**config.mk**
```make
export PLATFORM = sky130hd
export DESIGN_NAME = pps_referenced_event_timestamper_top
export DESIGN_NICKNAME = d
export VERILOG_FILES = /design/src/hw/rtl/pret_pkg.sv /design/src/hw/rtl/pps_referenced_event_timestamper_top.sv
export VERILOG_INCLUDE_DIRS = /design/src /design/src/hw/rtl
export SDC_FILE = /design/constraint.sdc
export NUM_CORES = 1
export LEC_CHECK = 0
export BUFFER_PORTS_ARGS = -buffer_cell sky130_fd_sc_hd__buf_4
export CORE_ASPECT_RATIO = 1.1
export CORE_MARGIN = 3
export CORE_UTILIZATION = 25
export CTS_CLUSTER_SIZE = 28
export DETAILED_ROUTE_END_ITERATION = 12
export PLACE_DENSITY_LB_ADDON = 0.2
export SYNTH_ARGS = -nofsm -noshare
export SYNTH_HDL_FRONTEND = slang
export SYNTH_SLANG_ARGS = --single-unit
```
**constraint.sdc**
```tcl
create_clock -name clk -period 9.4 [get_ports clk]
set_clock_uncertainty 0.05 [all_clocks]
set_input_delay 1.41 -clock clk [delete_from_list [all_inputs] [get_ports clk]]
set_output_delay 1.41 -clock clk [all_outputs]
set_load 0.01 [all_outputs]
```
**src/hw/rtl/assert_macros.svh**
```systemverilog
// ----------------------------------------------------------------------------
// assert_macros.svh
// Assertion macros used by the top-level RTL file of the event timestamper
// ----------------------------------------------------------------------------
`ifndef ASSERT_MACROS_SVH
`define ASSERT_MACROS_SVH

// property checked on every rising clk edge, off while arst_n is low
`define ASSERT_CLK(label, prop, msg) \
	label: assert property (@(posedge clk) disable iff (!arst_n) (prop)) else $error(msg);

// implication checked on every rising clk edge, off while arst_n is low
`define ASSERT_IMPL(label, ante, cons, msg) \
	label: assert property (@(posedge clk) disable iff (!arst_n) (ante) |-> (cons)) \
		else $error(msg);

`endif

```
**src/hw/rtl/pret_pkg.sv**
```systemverilog
// ----------------------------------------------------------------------------
// pret_pkg
// Types and constants of the PPS-referenced event timestamper
// ----------------------------------------------------------------------------
`default_nettype none

package pret_pkg;

	// data widths
	localparam int unsigned CntW   = 32;
	localparam int unsigned OpW    = 3;
	localparam int unsigned IdxW   = 8;
	localparam int unsigned OutW   = 176;
	localparam int unsigned AddrW  = 3;
	localparam int unsigned ApbW   = 32;

	// default stack size
	localparam int unsigned MaxEventsDef = 128;

	// register reset values
	localparam logic [CntW-1:0] PllMarginRst   = 32'd4200000;
	localparam logic [CntW-1:0] AdcIntervalRst = 32'd0;

	// register index (paddr[2])
	localparam logic RegPllMargin   = 1'b0;
	localparam logic RegAdcInterval = 1'b1;

	// event codes
	typedef enum logic [OpW-1:0] {
		OP_RAY   = 3'd0,
		OP_PPS   = 3'd1,
		OP_PLL   = 3'd2,
		OP_ADC   = 3'd3,
		OP_CLEAR = 3'd4
	} op_t;

endpackage

`default_nettype wire

```
**src/hw/rtl/pps_referenced_event_timestamper_top.sv**
```systemverilog
// ----------------------------------------------------------------------------
// pps_referenced_event_timestamper_top
// Timestamps ray, PPS, PLL and ADC timer events of a free-running counter
// ----------------------------------------------------------------------------
// An item enters an input register, is decoded against the timing state by
// one level of adders and compares, and leaves through a result register:
// one item is taken every cycle, held back only while the result register
// waits on m_tready. Every item gives exactly one result. Registers (APB,
// word aligned, paddr[2] selects): 0x0 pll_margin_ticks, 0x4
// adc_interval_ticks; write them only while no item is in flight.
`default_nettype none

`include "assert_macros.svh"

module pps_referenced_event_timestamper_top #(
	parameter int unsigned MAX_EVENTS = pret_pkg::MaxEventsDef
) (
	input  wire logic                          clk,
	input  wire logic                          arst_n,
	// input items
	input  wire logic                          s_tvalid,
	output logic                               s_tready,
	input  wire logic [pret_pkg::CntW-1:0]     s_tdata,   // [31:0] counter_value
	input  wire logic [pret_pkg::OpW-1:0]      s_tuser,   // [2:0] opcode
	// result items
	output logic                               m_tvalid,
	input  wire logic                          m_tready,
	// [31:0] period_ticks, [63:32] offset_from_pps, [95:64] event_time,
	// [103:96] event_index, [135:104] next_compare, [136] synthetic_pps,
	// [137] reference_ok, [169:138] second_count, [170] adc_trigger, rest 0
	output logic [pret_pkg::OutW-1:0]          m_tdata,
	output logic [pret_pkg::OpW-1:0]           m_tuser,   // [2:0] event_kind
	// configuration
	input  wire logic                          psel,
	input  wire logic                          penable,
	input  wire logic                          pwrite,
	input  wire logic [pret_pkg::AddrW-1:0]    paddr,
	input  wire logic [pret_pkg::ApbW-1:0]     pwdata,
	output logic [pret_pkg::ApbW-1:0]          prdata,
	output logic                               pready
);

	localparam logic [pret_pkg::IdxW-1:0] MaxIdx = pret_pkg::IdxW'(MAX_EVENTS);

	// configuration registers
	logic [pret_pkg::CntW-1:0] pll_margin_q;
	logic [pret_pkg::CntW-1:0] adc_interval_q;
	logic                      cfg_wr;

	// timing state
	logic [pret_pkg::CntW-1:0] last_ray_q;
	logic [pret_pkg::CntW-1:0] last_pps_q;
	logic [pret_pkg::CntW-1:0] pps_gap_q;
	logic                      pps_seen_q;
	logic                      ref_ok_q;
	logic [pret_pkg::CntW-1:0] seconds_q;
	logic [pret_pkg::CntW-1:0] etime_sum_q;
	logic [pret_pkg::IdxW-1:0] stack_depth_q;

	// input stage
	logic                      valid_s1;
	logic [pret_pkg::OpW-1:0]  opcode_s1;
	logic [pret_pkg::CntW-1:0] cv_s1;
	logic                      advance;

	// next state and result fields
	logic [pret_pkg::CntW-1:0] last_ray_d;
	logic [pret_pkg::CntW-1:0] last_pps_d;
	logic [pret_pkg::CntW-1:0] pps_gap_d;
	logic                      pps_seen_d;
	logic                      ref_ok_d;
	logic [pret_pkg::CntW-1:0] seconds_d;
	logic [pret_pkg::CntW-1:0] etime_sum_d;
	logic [pret_pkg::IdxW-1:0] stack_depth_d;
	logic [pret_pkg::CntW-1:0] period;
	logic [pret_pkg::CntW-1:0] offset;
	logic [pret_pkg::CntW-1:0] etime;
	logic [pret_pkg::IdxW-1:0] index;
	logic [pret_pkg::CntW-1:0] next_cmp;
	logic                      synth;
	logic                      adc;

	// output register
	logic                      m_valid_q;
	logic [pret_pkg::OutW-1:0] m_data_q;
	logic [pret_pkg::OpW-1:0]  m_kind_q;

	// apb port
	assign pready = 1'b1;
	assign cfg_wr = psel && penable && pwrite && pready;

	always_comb begin
		if (paddr[2] == pret_pkg::RegAdcInterval) begin
			prdata = adc_interval_q;
		end else begin
			prdata = pll_margin_q;
		end
	end

	always_ff @(posedge clk or negedge arst_n) begin
		if (!arst_n) begin
			pll_margin_q   <= pret_pkg::PllMarginRst;
			adc_interval_q <= pret_pkg::AdcIntervalRst;
		end else if (cfg_wr) begin
			if (paddr[2] == pret_pkg::RegAdcInterval) begin
				adc_interval_q <= pwdata;
			end else begin
				pll_margin_q <= pwdata;
			end
		end
	end

	// handshake: stage 1 moves on when the result register is free or drains
	assign advance  = valid_s1 && (!m_valid_q || m_tready);
	assign s_tready = !valid_s1 || advance;

	always_ff @(posedge clk or negedge arst_n) begin
		if (!arst_n) begin
			valid_s1 <= 1'b0;
		end else if (s_tready) begin
			valid_s1 <= s_tvalid;
		end
	end

	always_ff @(posedge clk) begin
		if (s_tvalid && s_tready) begin
			opcode_s1 <= s_tuser;
			cv_s1     <= s_tdata;
		end
	end

	// event decode against current state
	always_comb begin
		last_ray_d    = last_ray_q;
		last_pps_d    = last_pps_q;
		pps_gap_d     = pps_gap_q;
		pps_seen_d    = pps_seen_q;
		ref_ok_d      = ref_ok_q;
		seconds_d     = seconds_q;
		etime_sum_d   = etime_sum_q;
		stack_depth_d = stack_depth_q;
		period        = '0;
		offset        = '0;
		etime         = '0;
		index         = '0;
		next_cmp      = '0;
		synth         = 1'b0;
		adc           = 1'b0;
		unique case (pret_pkg::op_t'(opcode_s1))
			pret_pkg::OP_RAY: begin
				period = cv_s1 - last_ray_q;
				offset = cv_s1 - last_pps_q;
				// first ray after a clear starts the running sum
				if (stack_depth_q != '0) begin
					etime_sum_d = etime_sum_q + period;
				end else begin
					etime_sum_d = period;
				end
				etime = etime_sum_d;
				index = stack_depth_q;
				if (stack_depth_q < MaxIdx) begin
					stack_depth_d = stack_depth_q + 1'b1;
				end
				last_ray_d = cv_s1;
			end
			pret_pkg::OP_PPS: begin
				seconds_d  = seconds_q + 1'b1;
				ref_ok_d   = 1'b1;
				pps_seen_d = 1'b1;
				period     = cv_s1 - last_pps_q;
				pps_gap_d  = period;
				last_pps_d = cv_s1;
				last_ray_d = cv_s1;
			end
			pret_pkg::OP_PLL: begin
				// no real pps since last match: count a synthetic second
				if (!pps_seen_q) begin
					synth     = 1'b1;
					ref_ok_d  = 1'b0;
					seconds_d = seconds_q + 1'b1;
				end
				next_cmp   = cv_s1 + pps_gap_q + pll_margin_q;
				pps_seen_d = 1'b0;
			end
			pret_pkg::OP_ADC: begin
				adc      = 1'b1;
				next_cmp = cv_s1 + adc_interval_q;
			end
			pret_pkg::OP_CLEAR: begin
				stack_depth_d = '0;
				etime_sum_d   = '0;
			end
			default: begin
			end
		endcase
	end

	// state update
	always_ff @(posedge clk or negedge arst_n) begin
		if (!arst_n) begin
			last_ray_q    <= '0;
			last_pps_q    <= '0;
			pps_gap_q     <= '0;
			pps_seen_q    <= 1'b0;
			ref_ok_q      <= 1'b0;
			seconds_q     <= '0;
			etime_sum_q   <= '0;
			stack_depth_q <= '0;
		end else if (advance) begin
			last_ray_q    <= last_ray_d;
			last_pps_q    <= last_pps_d;
			pps_gap_q     <= pps_gap_d;
			pps_seen_q    <= pps_seen_d;
			ref_ok_q      <= ref_ok_d;
			seconds_q     <= seconds_d;
			etime_sum_q   <= etime_sum_d;
			stack_depth_q <= stack_depth_d;
		end
	end

	// result register
	always_ff @(posedge clk or negedge arst_n) begin
		if (!arst_n) begin
			m_valid_q <= 1'b0;
		end else if (advance) begin
			m_valid_q <= 1'b1;
		end else if (m_tready) begin
			m_valid_q <= 1'b0;
		end
	end

	always_ff @(posedge clk) begin
		if (advance) begin
			m_kind_q <= opcode_s1;
			m_data_q <= {5'd0, adc, seconds_d, ref_ok_d, synth, next_cmp, index,
				etime, offset, period};
		end
	end

	assign m_tvalid = m_valid_q;
	assign m_tdata  = m_data_q;
	assign m_tuser  = m_kind_q;

	// checks
	`ASSERT_IMPL(a_stall_blocks_input, valid_s1 && m_valid_q && !m_tready, !s_tready,
		"input taken while stage 1 is stalled")
	`ASSERT_CLK(a_stack_bounded, stack_depth_q <= MaxIdx,
		"stack depth beyond its maximum")
	`ASSERT_IMPL(a_adc_kind, m_valid_q && m_data_q[170],
		m_kind_q == pret_pkg::OP_ADC, "adc trigger on a non-adc item")
	`ASSERT_IMPL(a_result_drains, m_valid_q && m_tready && !advance, ##1 !m_valid_q,
		"result repeated after it was taken")

endmodule

`default_nettype wire
```
# Word level (Yosys, flattened, before mapping)
# Cells that the tools add are included.
classes:
  addsub: 8
  reduce_logical: 21
  n_lt_le_gt_ge: 1
  eq_ne: 5
  mux: 16
  n_bitwise: 1
op_table:
  columns: ["cell", "count"]
  rows:
  - ["$pmux W32 S2", 4]
  - ["$add A32 B32 Y32", 4]
  - ["$mux W32", 3]
  - ["$sub A32 B32 Y32", 2]
  - ["$add A32 B1 Y32 const B", 1]
  - ["$pmux W8 S2", 1]
  - ["$reduce_and A2 Y1", 6]
  - ["$add A8 B1 Y8 const B", 1]
  - ["$lt A8 B8 Y1 const B", 1]
  - ["$mux W8", 1]
  - ["$reduce_bool A8 Y1", 1]
  - ["$eq A3 B2 Y1 const B", 2]
  - ["$reduce_bool A2 Y1", 3]
  - ["$mux W1", 5]
  - ["$logic_and A1 B1 Y1", 4]
  - ["$pmux W1 S2", 2]
  - ["$eq A3 B1 Y1 const B", 1]
  - ["$eq A3 B3 Y1 const B", 1]
  - ["$logic_not A3 Y1", 1]
  - ["$reduce_and A3 Y1", 1]
  - ["$logic_not A1 Y1", 2]
  - ["$logic_or A1 B1 Y1", 2]
  - ["$ne A2 B2 Y1 const B", 1]
  - ["$reduce_or A2 Y1", 1]
  - ["$not A1 Y1", 1]
word_totals:
  elab_cells: 70
  regBits: 445
  input_bits: 77

# Depth between registers and ports, before layout
# Gate-level depths: netlist of run 1.
logic_depth:
  depth_word: 5
  depth_mapped: 25
  ltp_nobuf: 25

# Worst setup path before layout of run 1
# Ideal clock, no wire load.
synth_timing:
  path_type: "input port to flip-flop"
  startpoint: "input m_tready"
  endpoint: "register etime_sum_q[15] (netlist name)"
  arrival_time_ns: 7.192
  n_path_buf: 1
  setup_time_ns: 0.097
  stages: 5
  path_slack_ns: 2.062
  t_required_ns: 9.253
  cell_sequence: "nand2b_1 nand2_1 clkinv_1 clkbuf_1 a22o_1"
synth_via:
  elab_chain_len: 3
synth_rtl:
  columns: ["item", "line_no", "source"]
  rows:
  - ["start: declaration", "pps_referenced_event_timestamper_top.sv:27", "input wire logic m_tready,"]
  - ["$logic_or A1 B1 Y1", "pps_referenced_event_timestamper_top.sv:114", "assign advance = valid_s1 && (!m_valid_q || m_tready);"]
  - ["$logic_and A1 B1 Y1", "pps_referenced_event_timestamper_top.sv:114", null]
  - ["via advance", "pps_referenced_event_timestamper_top.sv:64", "logic advance;"]
  - ["$reduce_and A2 Y1 (no line)", null, null]
  - ["end signal: assignment", "pps_referenced_event_timestamper_top.sv:216", "etime_sum_q <= etime_sum_d;"]
  - ["end: declaration", "pps_referenced_event_timestamper_top.sv:57", "logic [pret_pkg::CntW-1:0] etime_sum_q;"]
# The timed path passes the listed nets, and every way through them passes these cells.
# A chain may end at the register's enable or synchronous reset.

# Final worst setup path of run 1
layout_timing:
  startpoint: "register cv_s1[0] (netlist name)"
  endpoint: "register m_data_q (netlist bit m_tdata[93]), data pin"
layout_via:
  elab_chain_len: 3
layout_rtl:
  columns: ["item", "line_no", "source"]
  rows:
  - ["start: declaration", "pps_referenced_event_timestamper_top.sv:63", "logic [pret_pkg::CntW-1:0] cv_s1;"]
  - ["start signal: assignment", "pps_referenced_event_timestamper_top.sv:128", "cv_s1 <= s_tdata;"]
  - ["$sub A32 B32 Y32 (*)", "pps_referenced_event_timestamper_top.sv:151", "period = cv_s1 - last_ray_q;"]
  - ["$add A32 B32 Y32", "pps_referenced_event_timestamper_top.sv:155", "etime_sum_d = etime_sum_q + period;"]
  - ["$mux W32 (*)", "pps_referenced_event_timestamper_top.sv:154", "if (stack_depth_q != '0) begin"]
  - ["end signal: assignment", "pps_referenced_event_timestamper_top.sv:235", "m_data_q <= {5'd0, adc, seconds_d, ref_ok_d, synth, next_cmp, index,"]
  - ["end: declaration", "pps_referenced_event_timestamper_top.sv:85", "logic [pret_pkg::OutW-1:0] m_data_q;"]
# Mark *: on every way between the ends. The rest lies on a longest branch, timed or not.

==> results.json, run 1 <==
{
  "grtUsageMet3_pct": 2.16,
  "top_usage_layer": "met2",
  "met2_usage_pct": 23.4,
  "post_cts_buffers": 0,
  "cts_tree": "built",
  "crit_fanout": 6,
  "tightestPinTransition_ns": 1.01,
  "drive_gt1_share_pct": 20.6,
  "cts_hold_buf": 0,
  "crit_top_cell": "o21ai_0",
  "io_pins": 291,
  "dieArea_um2": 108000,
  "syn_area_per_cell_um2": 10.5,
  "routed_via_density": 4.56,
  "relSlewSlack_pct": 33.0,
  "synth-edff-count": 209,
  "ys.flop_type": "dfrtp_1",
  "endpoint_kind": "flip-flop",
  "synth_area_leader_cell": "edfxtp_1",
  "dp_hpwl_mm": 60.1,
  "overflow": 0,
  "ys_seq_area_share_pct": 47.0,
  "rows": 123,
  "synthesis.instances": 2465,
  "track_usage_pct": 14.5,
  "detail-route-antenna-nets": 0,
  "critPathLaunchType": "flip-flop",
  "dieWidth_um": 313,
  "required_ns": 9.69,
  "place_congestion": 0.831,
  "hold_path.class": "flip-flop to flip-flop",
  "clock_latency_ns": 0.64,
  "drcViolationCount": 0,
  "yosysMostFrequentCell": "nand2_1",
  "synth.top_cell.area_share_pct": 24.2,
  "drt-total-wl_mm": 79.2,
  "synthTopCellsByArea": "edfxtp_1 (24%), dfrtp_1 (22%), ha_1 (7.7%)",
  "fin_crit_sh_pct": 63.4,
  "crit_chain": "inv_1 -> ha_1 -> inv_1 -> fa_1 -> a21o_1 -> a31o_2 -> a21oi_1 -> a211oi_1 -> o21ai_0 -> a21oi_1 -> o41ai_1 -> xnor2_1 -> ha_1 -> a21oi_1 -> o21ai_0 -> a21boi_0 -> o21ai_0 -> a221o_1 -> a31oi_1 -> o21ai_0 -> a31oi_1 -> xnor2_1 -> mux2i_1 -> nor2_1",
  "via_count": 19000,
  "critPathArrivalTime_ns": 6.25,
  "crit_type": "flip-flop to flip-flop",
  "async_reset_ff_share_pct": 53.0,
  "grt_pass1_vias": 19300,
  "setup_viol": 0,
  "finalMaxSlewViolations": 0,
  "core-area_um2": 103000,
  "die_h_um": 344,
  "ys_ff_latch": 445,
  "tns_ns": 0,
  "cpMaxStageDelayCell": "edfxtp_1",
  "ys_top_cells_by_count": "nand2_1 (240), dfrtp_1 (231), edfxtp_1 (209)",
  "cts-buffers-inserted": 54,
  "synth_cell_types": 85,
  "syn_to_final_growth_pct": 21.4,
  "grt_pass1_wl_mm": 120,
  "routedWlPerCell_um": 19.0,
  "rsz0062_at_grt": "false",
  "syn_area_um2": 25900,
  "grt_max_degree": 120,
  "start_util_pct": 25.3,
  "fin_nets": 3024,
  "cts_resized": 0,
  "ir_drop_mv": 0.140,
  "antenna_found_initial": 1,
  "numClockSinks": 445,
  "ys_warn_count": 0,
  "cap_violations": 0,
  "power.density_nw_per_um2": 299,
  "clk_pin_slew_ns": 0.06,
  "stdcell_count": 4175,
  "outcome": "finished clean",
  "p_leak_nw": 13.7,
  "slowest_delay_ns": 0.43,
  "hold_violations": 0,
  "clock_path_buffers": 3,
  "numPortBuffers": 282,
  "dr.pass1.iters": 5,
  "post-place-cells": 4071,
  "first_iter_violations": 1046,
  "htreeDepth": 2,
  "clockRootBuffer": "clkbuf_16",
  "use_met1_pct": 20.4,
  "fmax_ghz": 0.168,
  "min_period_ns": 5.96
}
[power by group]
group | total, W | internal (W) | switching, W
Clock | 0.00209 | 0.00118 | 0.000910
Combinational | 0.00454 | 0.00190 | 0.00263
Sequential | 0.00277 | 0.00247 | 0.000303
Total | 0.00941 | 0.00556 | 0.00385
[worst max-delay path: cells and delay by family (launching register included)]
kind / cells / cell delay, ns
adders and majority gates: 3 / 0.96
and+or+nand+nor: 1 / 0.06
muxes: 1 / 0.17
xor gates and xnor gates: 2 / 0.35
AOI/OAI and AO/OA: 15 / 3.42
DFF: 1 / 0.43
buffers and inverters: 2 / 0.22
[logic make-up (layout without fill, tap and decap cells)]
group | count (synthesis) | count (layout) | share of synthesized area (%)
AOI/OAI and AO/OA | 618 | 618 | 15.1
xor gates and xnor gates | 197 | 197 | 6.65
DFF | 445 | 445 | 47.0
buffers and inverters | 208 | 537 | 3.11
and+or+nand+nor | 656 | 656 | 11.5
adders and majority gates | 195 | 195 | 10.4
other | 2 | 8 | 0.0290
muxes | 144 | 144 | 6.19
[metal layers]
metal  part of all wire [%]  vias up
li1                       -     9425
met1                     48     9181
met2                     45      353
met3                    4.1       84
met4                    2.4        0
met5                      0        -
[state kept, by name (all words and copies together), names as in the netlist]
register        flops
m_tdata           171
adc_interval_q     32
cv_s1              32
etime_sum_q        32
last_pps_q         32
last_ray_q         32
pll_margin_q       32
pps_gap_q          32
seconds_q          32
stack_depth_q       8
m_tuser             3
opcode_s1           3
m_tvalid            1
pps_seen_q          1
ref_ok_q            1
valid_s1            1
[worst paths after layout]
check                      cells after the start                 to         start  slack [ns]
min                                            0         m_tuser[0]  opcode_s1[0]        0.40
max in group asynchronous                      3  adc_interval_q[2]        arst_n        6.59
max reg2reg                                   24        m_tdata[93]      cv_s1[0]        3.44
max                                           24        m_tdata[93]      cv_s1[0]        3.44
min reg2reg                                    0         m_tuser[0]  opcode_s1[0]        0.40
min in group asynchronous                      1    etime_sum_q[10]        arst_n        0.65
[stage by stage]
stage | utilization (%) | worst slack, ns | hold WS (ns) | power, W | instance area (um^2)
3_5_place_dp | 28.9 | 3.40 | 0.384 | 0.00735 | 29700
3_3_place_gp | 28.9 | 3.38 | 0.384 | 0.00737 | 29700
2_1_floorplan | - | 2.06 | 0.371 | 0.00602 | 26000
6_report | 30.7 | 3.44 | 0.395 | 0.00941 | 31500
4_1_cts | 30.7 | 3.37 | 0.397 | 0.00954 | 31500
5_1_grt | 30.7 | 2.88 | 0.424 | 0.0102 | 31500
[final cells by class]
class / instances / area (um^2)
diodes: 2 / 5.00
clock buffers: 66 / 1440
clock inverters: 36 / 355
fillers: 10700 / 71200
inverters: 126 / 480
multi-input cells: 1816 / 13000
flip-flops and latches: 445 / 12200
well taps: 1375 / 1720
repair buffers: 309 / 2330
[layout by cell type, fill, tap and decap left out, types with 14 or more instances in the layout]
cell type / count
buf_4: 308
nand2_1: 239
dfrtp_1: 231
edfxtp_1: 209
nor2_1: 195
o21ai_0: 176
a21oi_1: 170
ha_1: 159
mux2_2: 132
inv_1: 125
xnor2_1: 110
xor2_1: 87
a21o_1: 73
clkbuf_16: 54
nand3_1: 38
fa_1: 36
nor3_1: 31
and3_1: 27
nand4_1: 27
o21bai_1: 23
o21a_1: 19
nand2b_1: 19
a31oi_1: 18
and2_1: 17
o22ai_1: 16
nor2b_1: 14
Power figures use the tool's default switching activity.
==> run 2: changes to the inputs <==
ABC_AREA = 1   (was not set)
clock period = 5.02 ns   (was 9.4 ns; I/O delays follow)
==> results.json, run 2 <==
{
  "grt_pass1_vias": 25200,
  "drive_gt1_share_pct": 12.6,
  "track_usage_pct": 19.0,
  "min_period_ns": 4.20,
  "hold_path.class": "input pin to async pin",
  "drt-total-wl_mm": 114,
  "cts-buffers-inserted": 55,
  "fin_crit_sh_pct": 83.7,
  "power.density_nw_per_um2": 621,
  "syn_area_um2": 28400,
  "final_common_cell": "nand2_1",
  "ys.flop_type": "dfrtp_1",
  "numClockSinks": 445,
  "clock_path_buffers": 3,
  "async_reset_ff_share_pct": 53.0,
  "ys_top_cells_by_count": "nand2_1 (1,057), inv_1 (401), o21ai_0 (333)",
  "routedWlPerCell_um": 20.8,
  "critPathArrivalTime_ns": 4.55,
  "synth_cell_types": 56,
  "drcViolationCount": 0,
  "clockRootBuffer": "clkbuf_16",
  "hold_violations": 0,
  "tightestPinTransition_ns": 0.977,
  "clk_pin_slew_ns": 0.06,
  "overflow": 0,
  "fin_nets": 4214,
  "dr.pass1.iters": 5,
  "cts_hold_buf": 0,
  "setup_viol": 0,
  "place_congestion": 0.930,
  "grt_pass1_wl_mm": 167,
  "cts_resized": 0,
  "start_util_pct": 25.2,
  "cts_tree": "built",
  "core-area_um2": 113000,
  "required_ns": 5.37,
  "ys_seq_area_share_pct": 42.9,
  "post_cts_buffers": 0,
  "hold_slack_ns": 0.119,
  "final_area_um2": 34500,
  "grt_max_degree": 117,
  "synth.top_cell.area_share_pct": 22.1,
  "fillCellCount": 12400,
  "most-common-layout-cells": "nand2_1 (1,055), inv_1 (400), o21ai_0 (333), buf_4 (333), nor2_1 (282)",
  "htreeDepth": 2,
  "via_count": 25800,
  "tns_ns": 0,
  "p_leak_nw": 16.1,
  "antenna_found_initial": 3,
  "first_iter_violations": 1781,
  "synthesis.instances": 3630,
  "syn_area_per_cell_um2": 7.83,
  "endpoint_kind": "flip-flop",
  "top_usage_layer": "met2",
  "crit_fanout": 5,
  "ys_warn_count": 0,
  "die_h_um": 360,
  "routed_via_density": 4.70,
  "use_met1_pct": 25.3,
  "met2_usage_pct": 31.2,
  "clock_latency_ns": 0.66,
  "rsz0062_at_grt": "false",
  "dieWidth_um": 328,
  "dieArea_um2": 118000,
  "largest_reg_flops": 171,
  "io_pins": 291,
  "synthTopCellsByArea": "edfxtp_1 (22%), dfrtp_1 (20%), nand2_1 (14%)",
  "rows": 129,
  "ir_drop_mv": 0.274,
  "finalMaxSlewViolations": 0,
  "detail-route-antenna-nets": 0,
  "multi_input_area_um2": 14400,
  "dp_hpwl_mm": 90.3,
  "grtUsageMet3_pct": 3.02,
  "synth_area_leader_cell": "edfxtp_1",
  "seq_area_um2": 12200,
  "power_w": 0.0214,
  "place_area_um2": 32600,
  "numPortBuffers": 282,
  "critPathLaunchType": "flip-flop",
  "synth-edff-count": 209,
  "ys_ff_latch": 445,
  "yosysMostFrequentCell": "nand2_1",
  "cap_violations": 0,
  "crit_type": "flip-flop to flip-flop",
  "outcome": "finished clean",
  "relSlewSlack_pct": 34.9,
  "syn_to_final_growth_pct": 21.4,
  "fmax_ghz": 0.238
}
[run 2: kinds of logic (layout without fill, tap and decap cells)]
| family | count (synthesis) | in the layout | synth area share [%] |
|---|---|---|---|
| DFF | 445 | 445 | 42.9 |
| AOI/OAI and AO/OA | 682 | 682 | 13.0 |
| and+or+nand+nor | 1743 | 1743 | 25.8 |
| xor gates and xnor gates | 65 | 65 | 2.00 |
| other | 2 | 7 | 0.0264 |
| adders and majority gates | 195 | 195 | 9.53 |
| buffers and inverters | 498 | 853 | 6.73 |
[run 2: final cells by class]
| class | instances | share of cell area, % |
|---|---|---|
| multi-input combinational | 2691 | 41.6 |
| sequential | 445 | 35.3 |
| timing repair buffer | 336 | 7.40 |
| tap | 1506 | 5.46 |
| clock buffer | 74 | 4.52 |
| inverter | 413 | 4.51 |
| clock inverter | 30 | 1.14 |
| antenna | 1 | 0.00725 |
[run 2: worst max-delay path, cell delays in order (launching register included)]
cell	delay [ns]
edfxtp_1	0.44
inv_1	0.14
ha_1	0.15
inv_1	0.08
fa_1	0.40
nand3_1	0.10
nand2_2	0.09
nand3_1	0.09
nand3_1	0.26
xor2_1	0.28
ha_1	0.40
nand2_1	0.10
nor2_1	0.22
inv_1	0.11
nor3_1	0.14
nand2_1	0.07
nand2_1	0.20
nand3_1	0.17
nand3_1	0.11
nand3_1	0.11
and2_1	0.22
[run 2: report_power, final]
group	switching [W]	internal (W)
clock	0.00173	0.00260
combinational	0.00774	0.00378
sequential	0.000665	0.00492
total	0.0101	0.0113
[run 2: path summary, 6_finish.rpt]
path / from / end / slack (ns) / cells after the start
max: cv_s1[0] / m_tdata[86] / 0.82 / 20
min: arst_n / adc_interval_q[23] / 0.12 / 1
max reg2reg: cv_s1[0] / m_tdata[86] / 0.82 / 20
min reg2reg: etime_sum_q[24] / etime_sum_q[24] / 0.44 / 2
max in group asynchronous: arst_n / stack_depth_q[2] / 3.71 / 2
min in group clk: s_tdata[3] / cv_s1[3] / 0.22 / 1
[run 2: stage by stage]
step | cells | setup WS, ns | util, %
final | 5496 | 0.821 | 30.6
after global routing | 5495 | 0.407 | 30.6
after CTS | 5495 | 0.757 | 30.6
after detailed placement | 5391 | 0.784 | 28.9
after global placement | 5391 | 0.808 | 28.9
after floorplan | 3634 | 0.687 | -
[run 2: per-layer routing]
| layer | share of wire (%) | wire length, um |
|---|---|---|
| met3 | 5.1 | 5870 |
| met4 | 3.5 | 3940 |
| met1 | 45 | 51400 |
| met2 | 46 | 52900 |
| met5 | 0.029 | 33 |
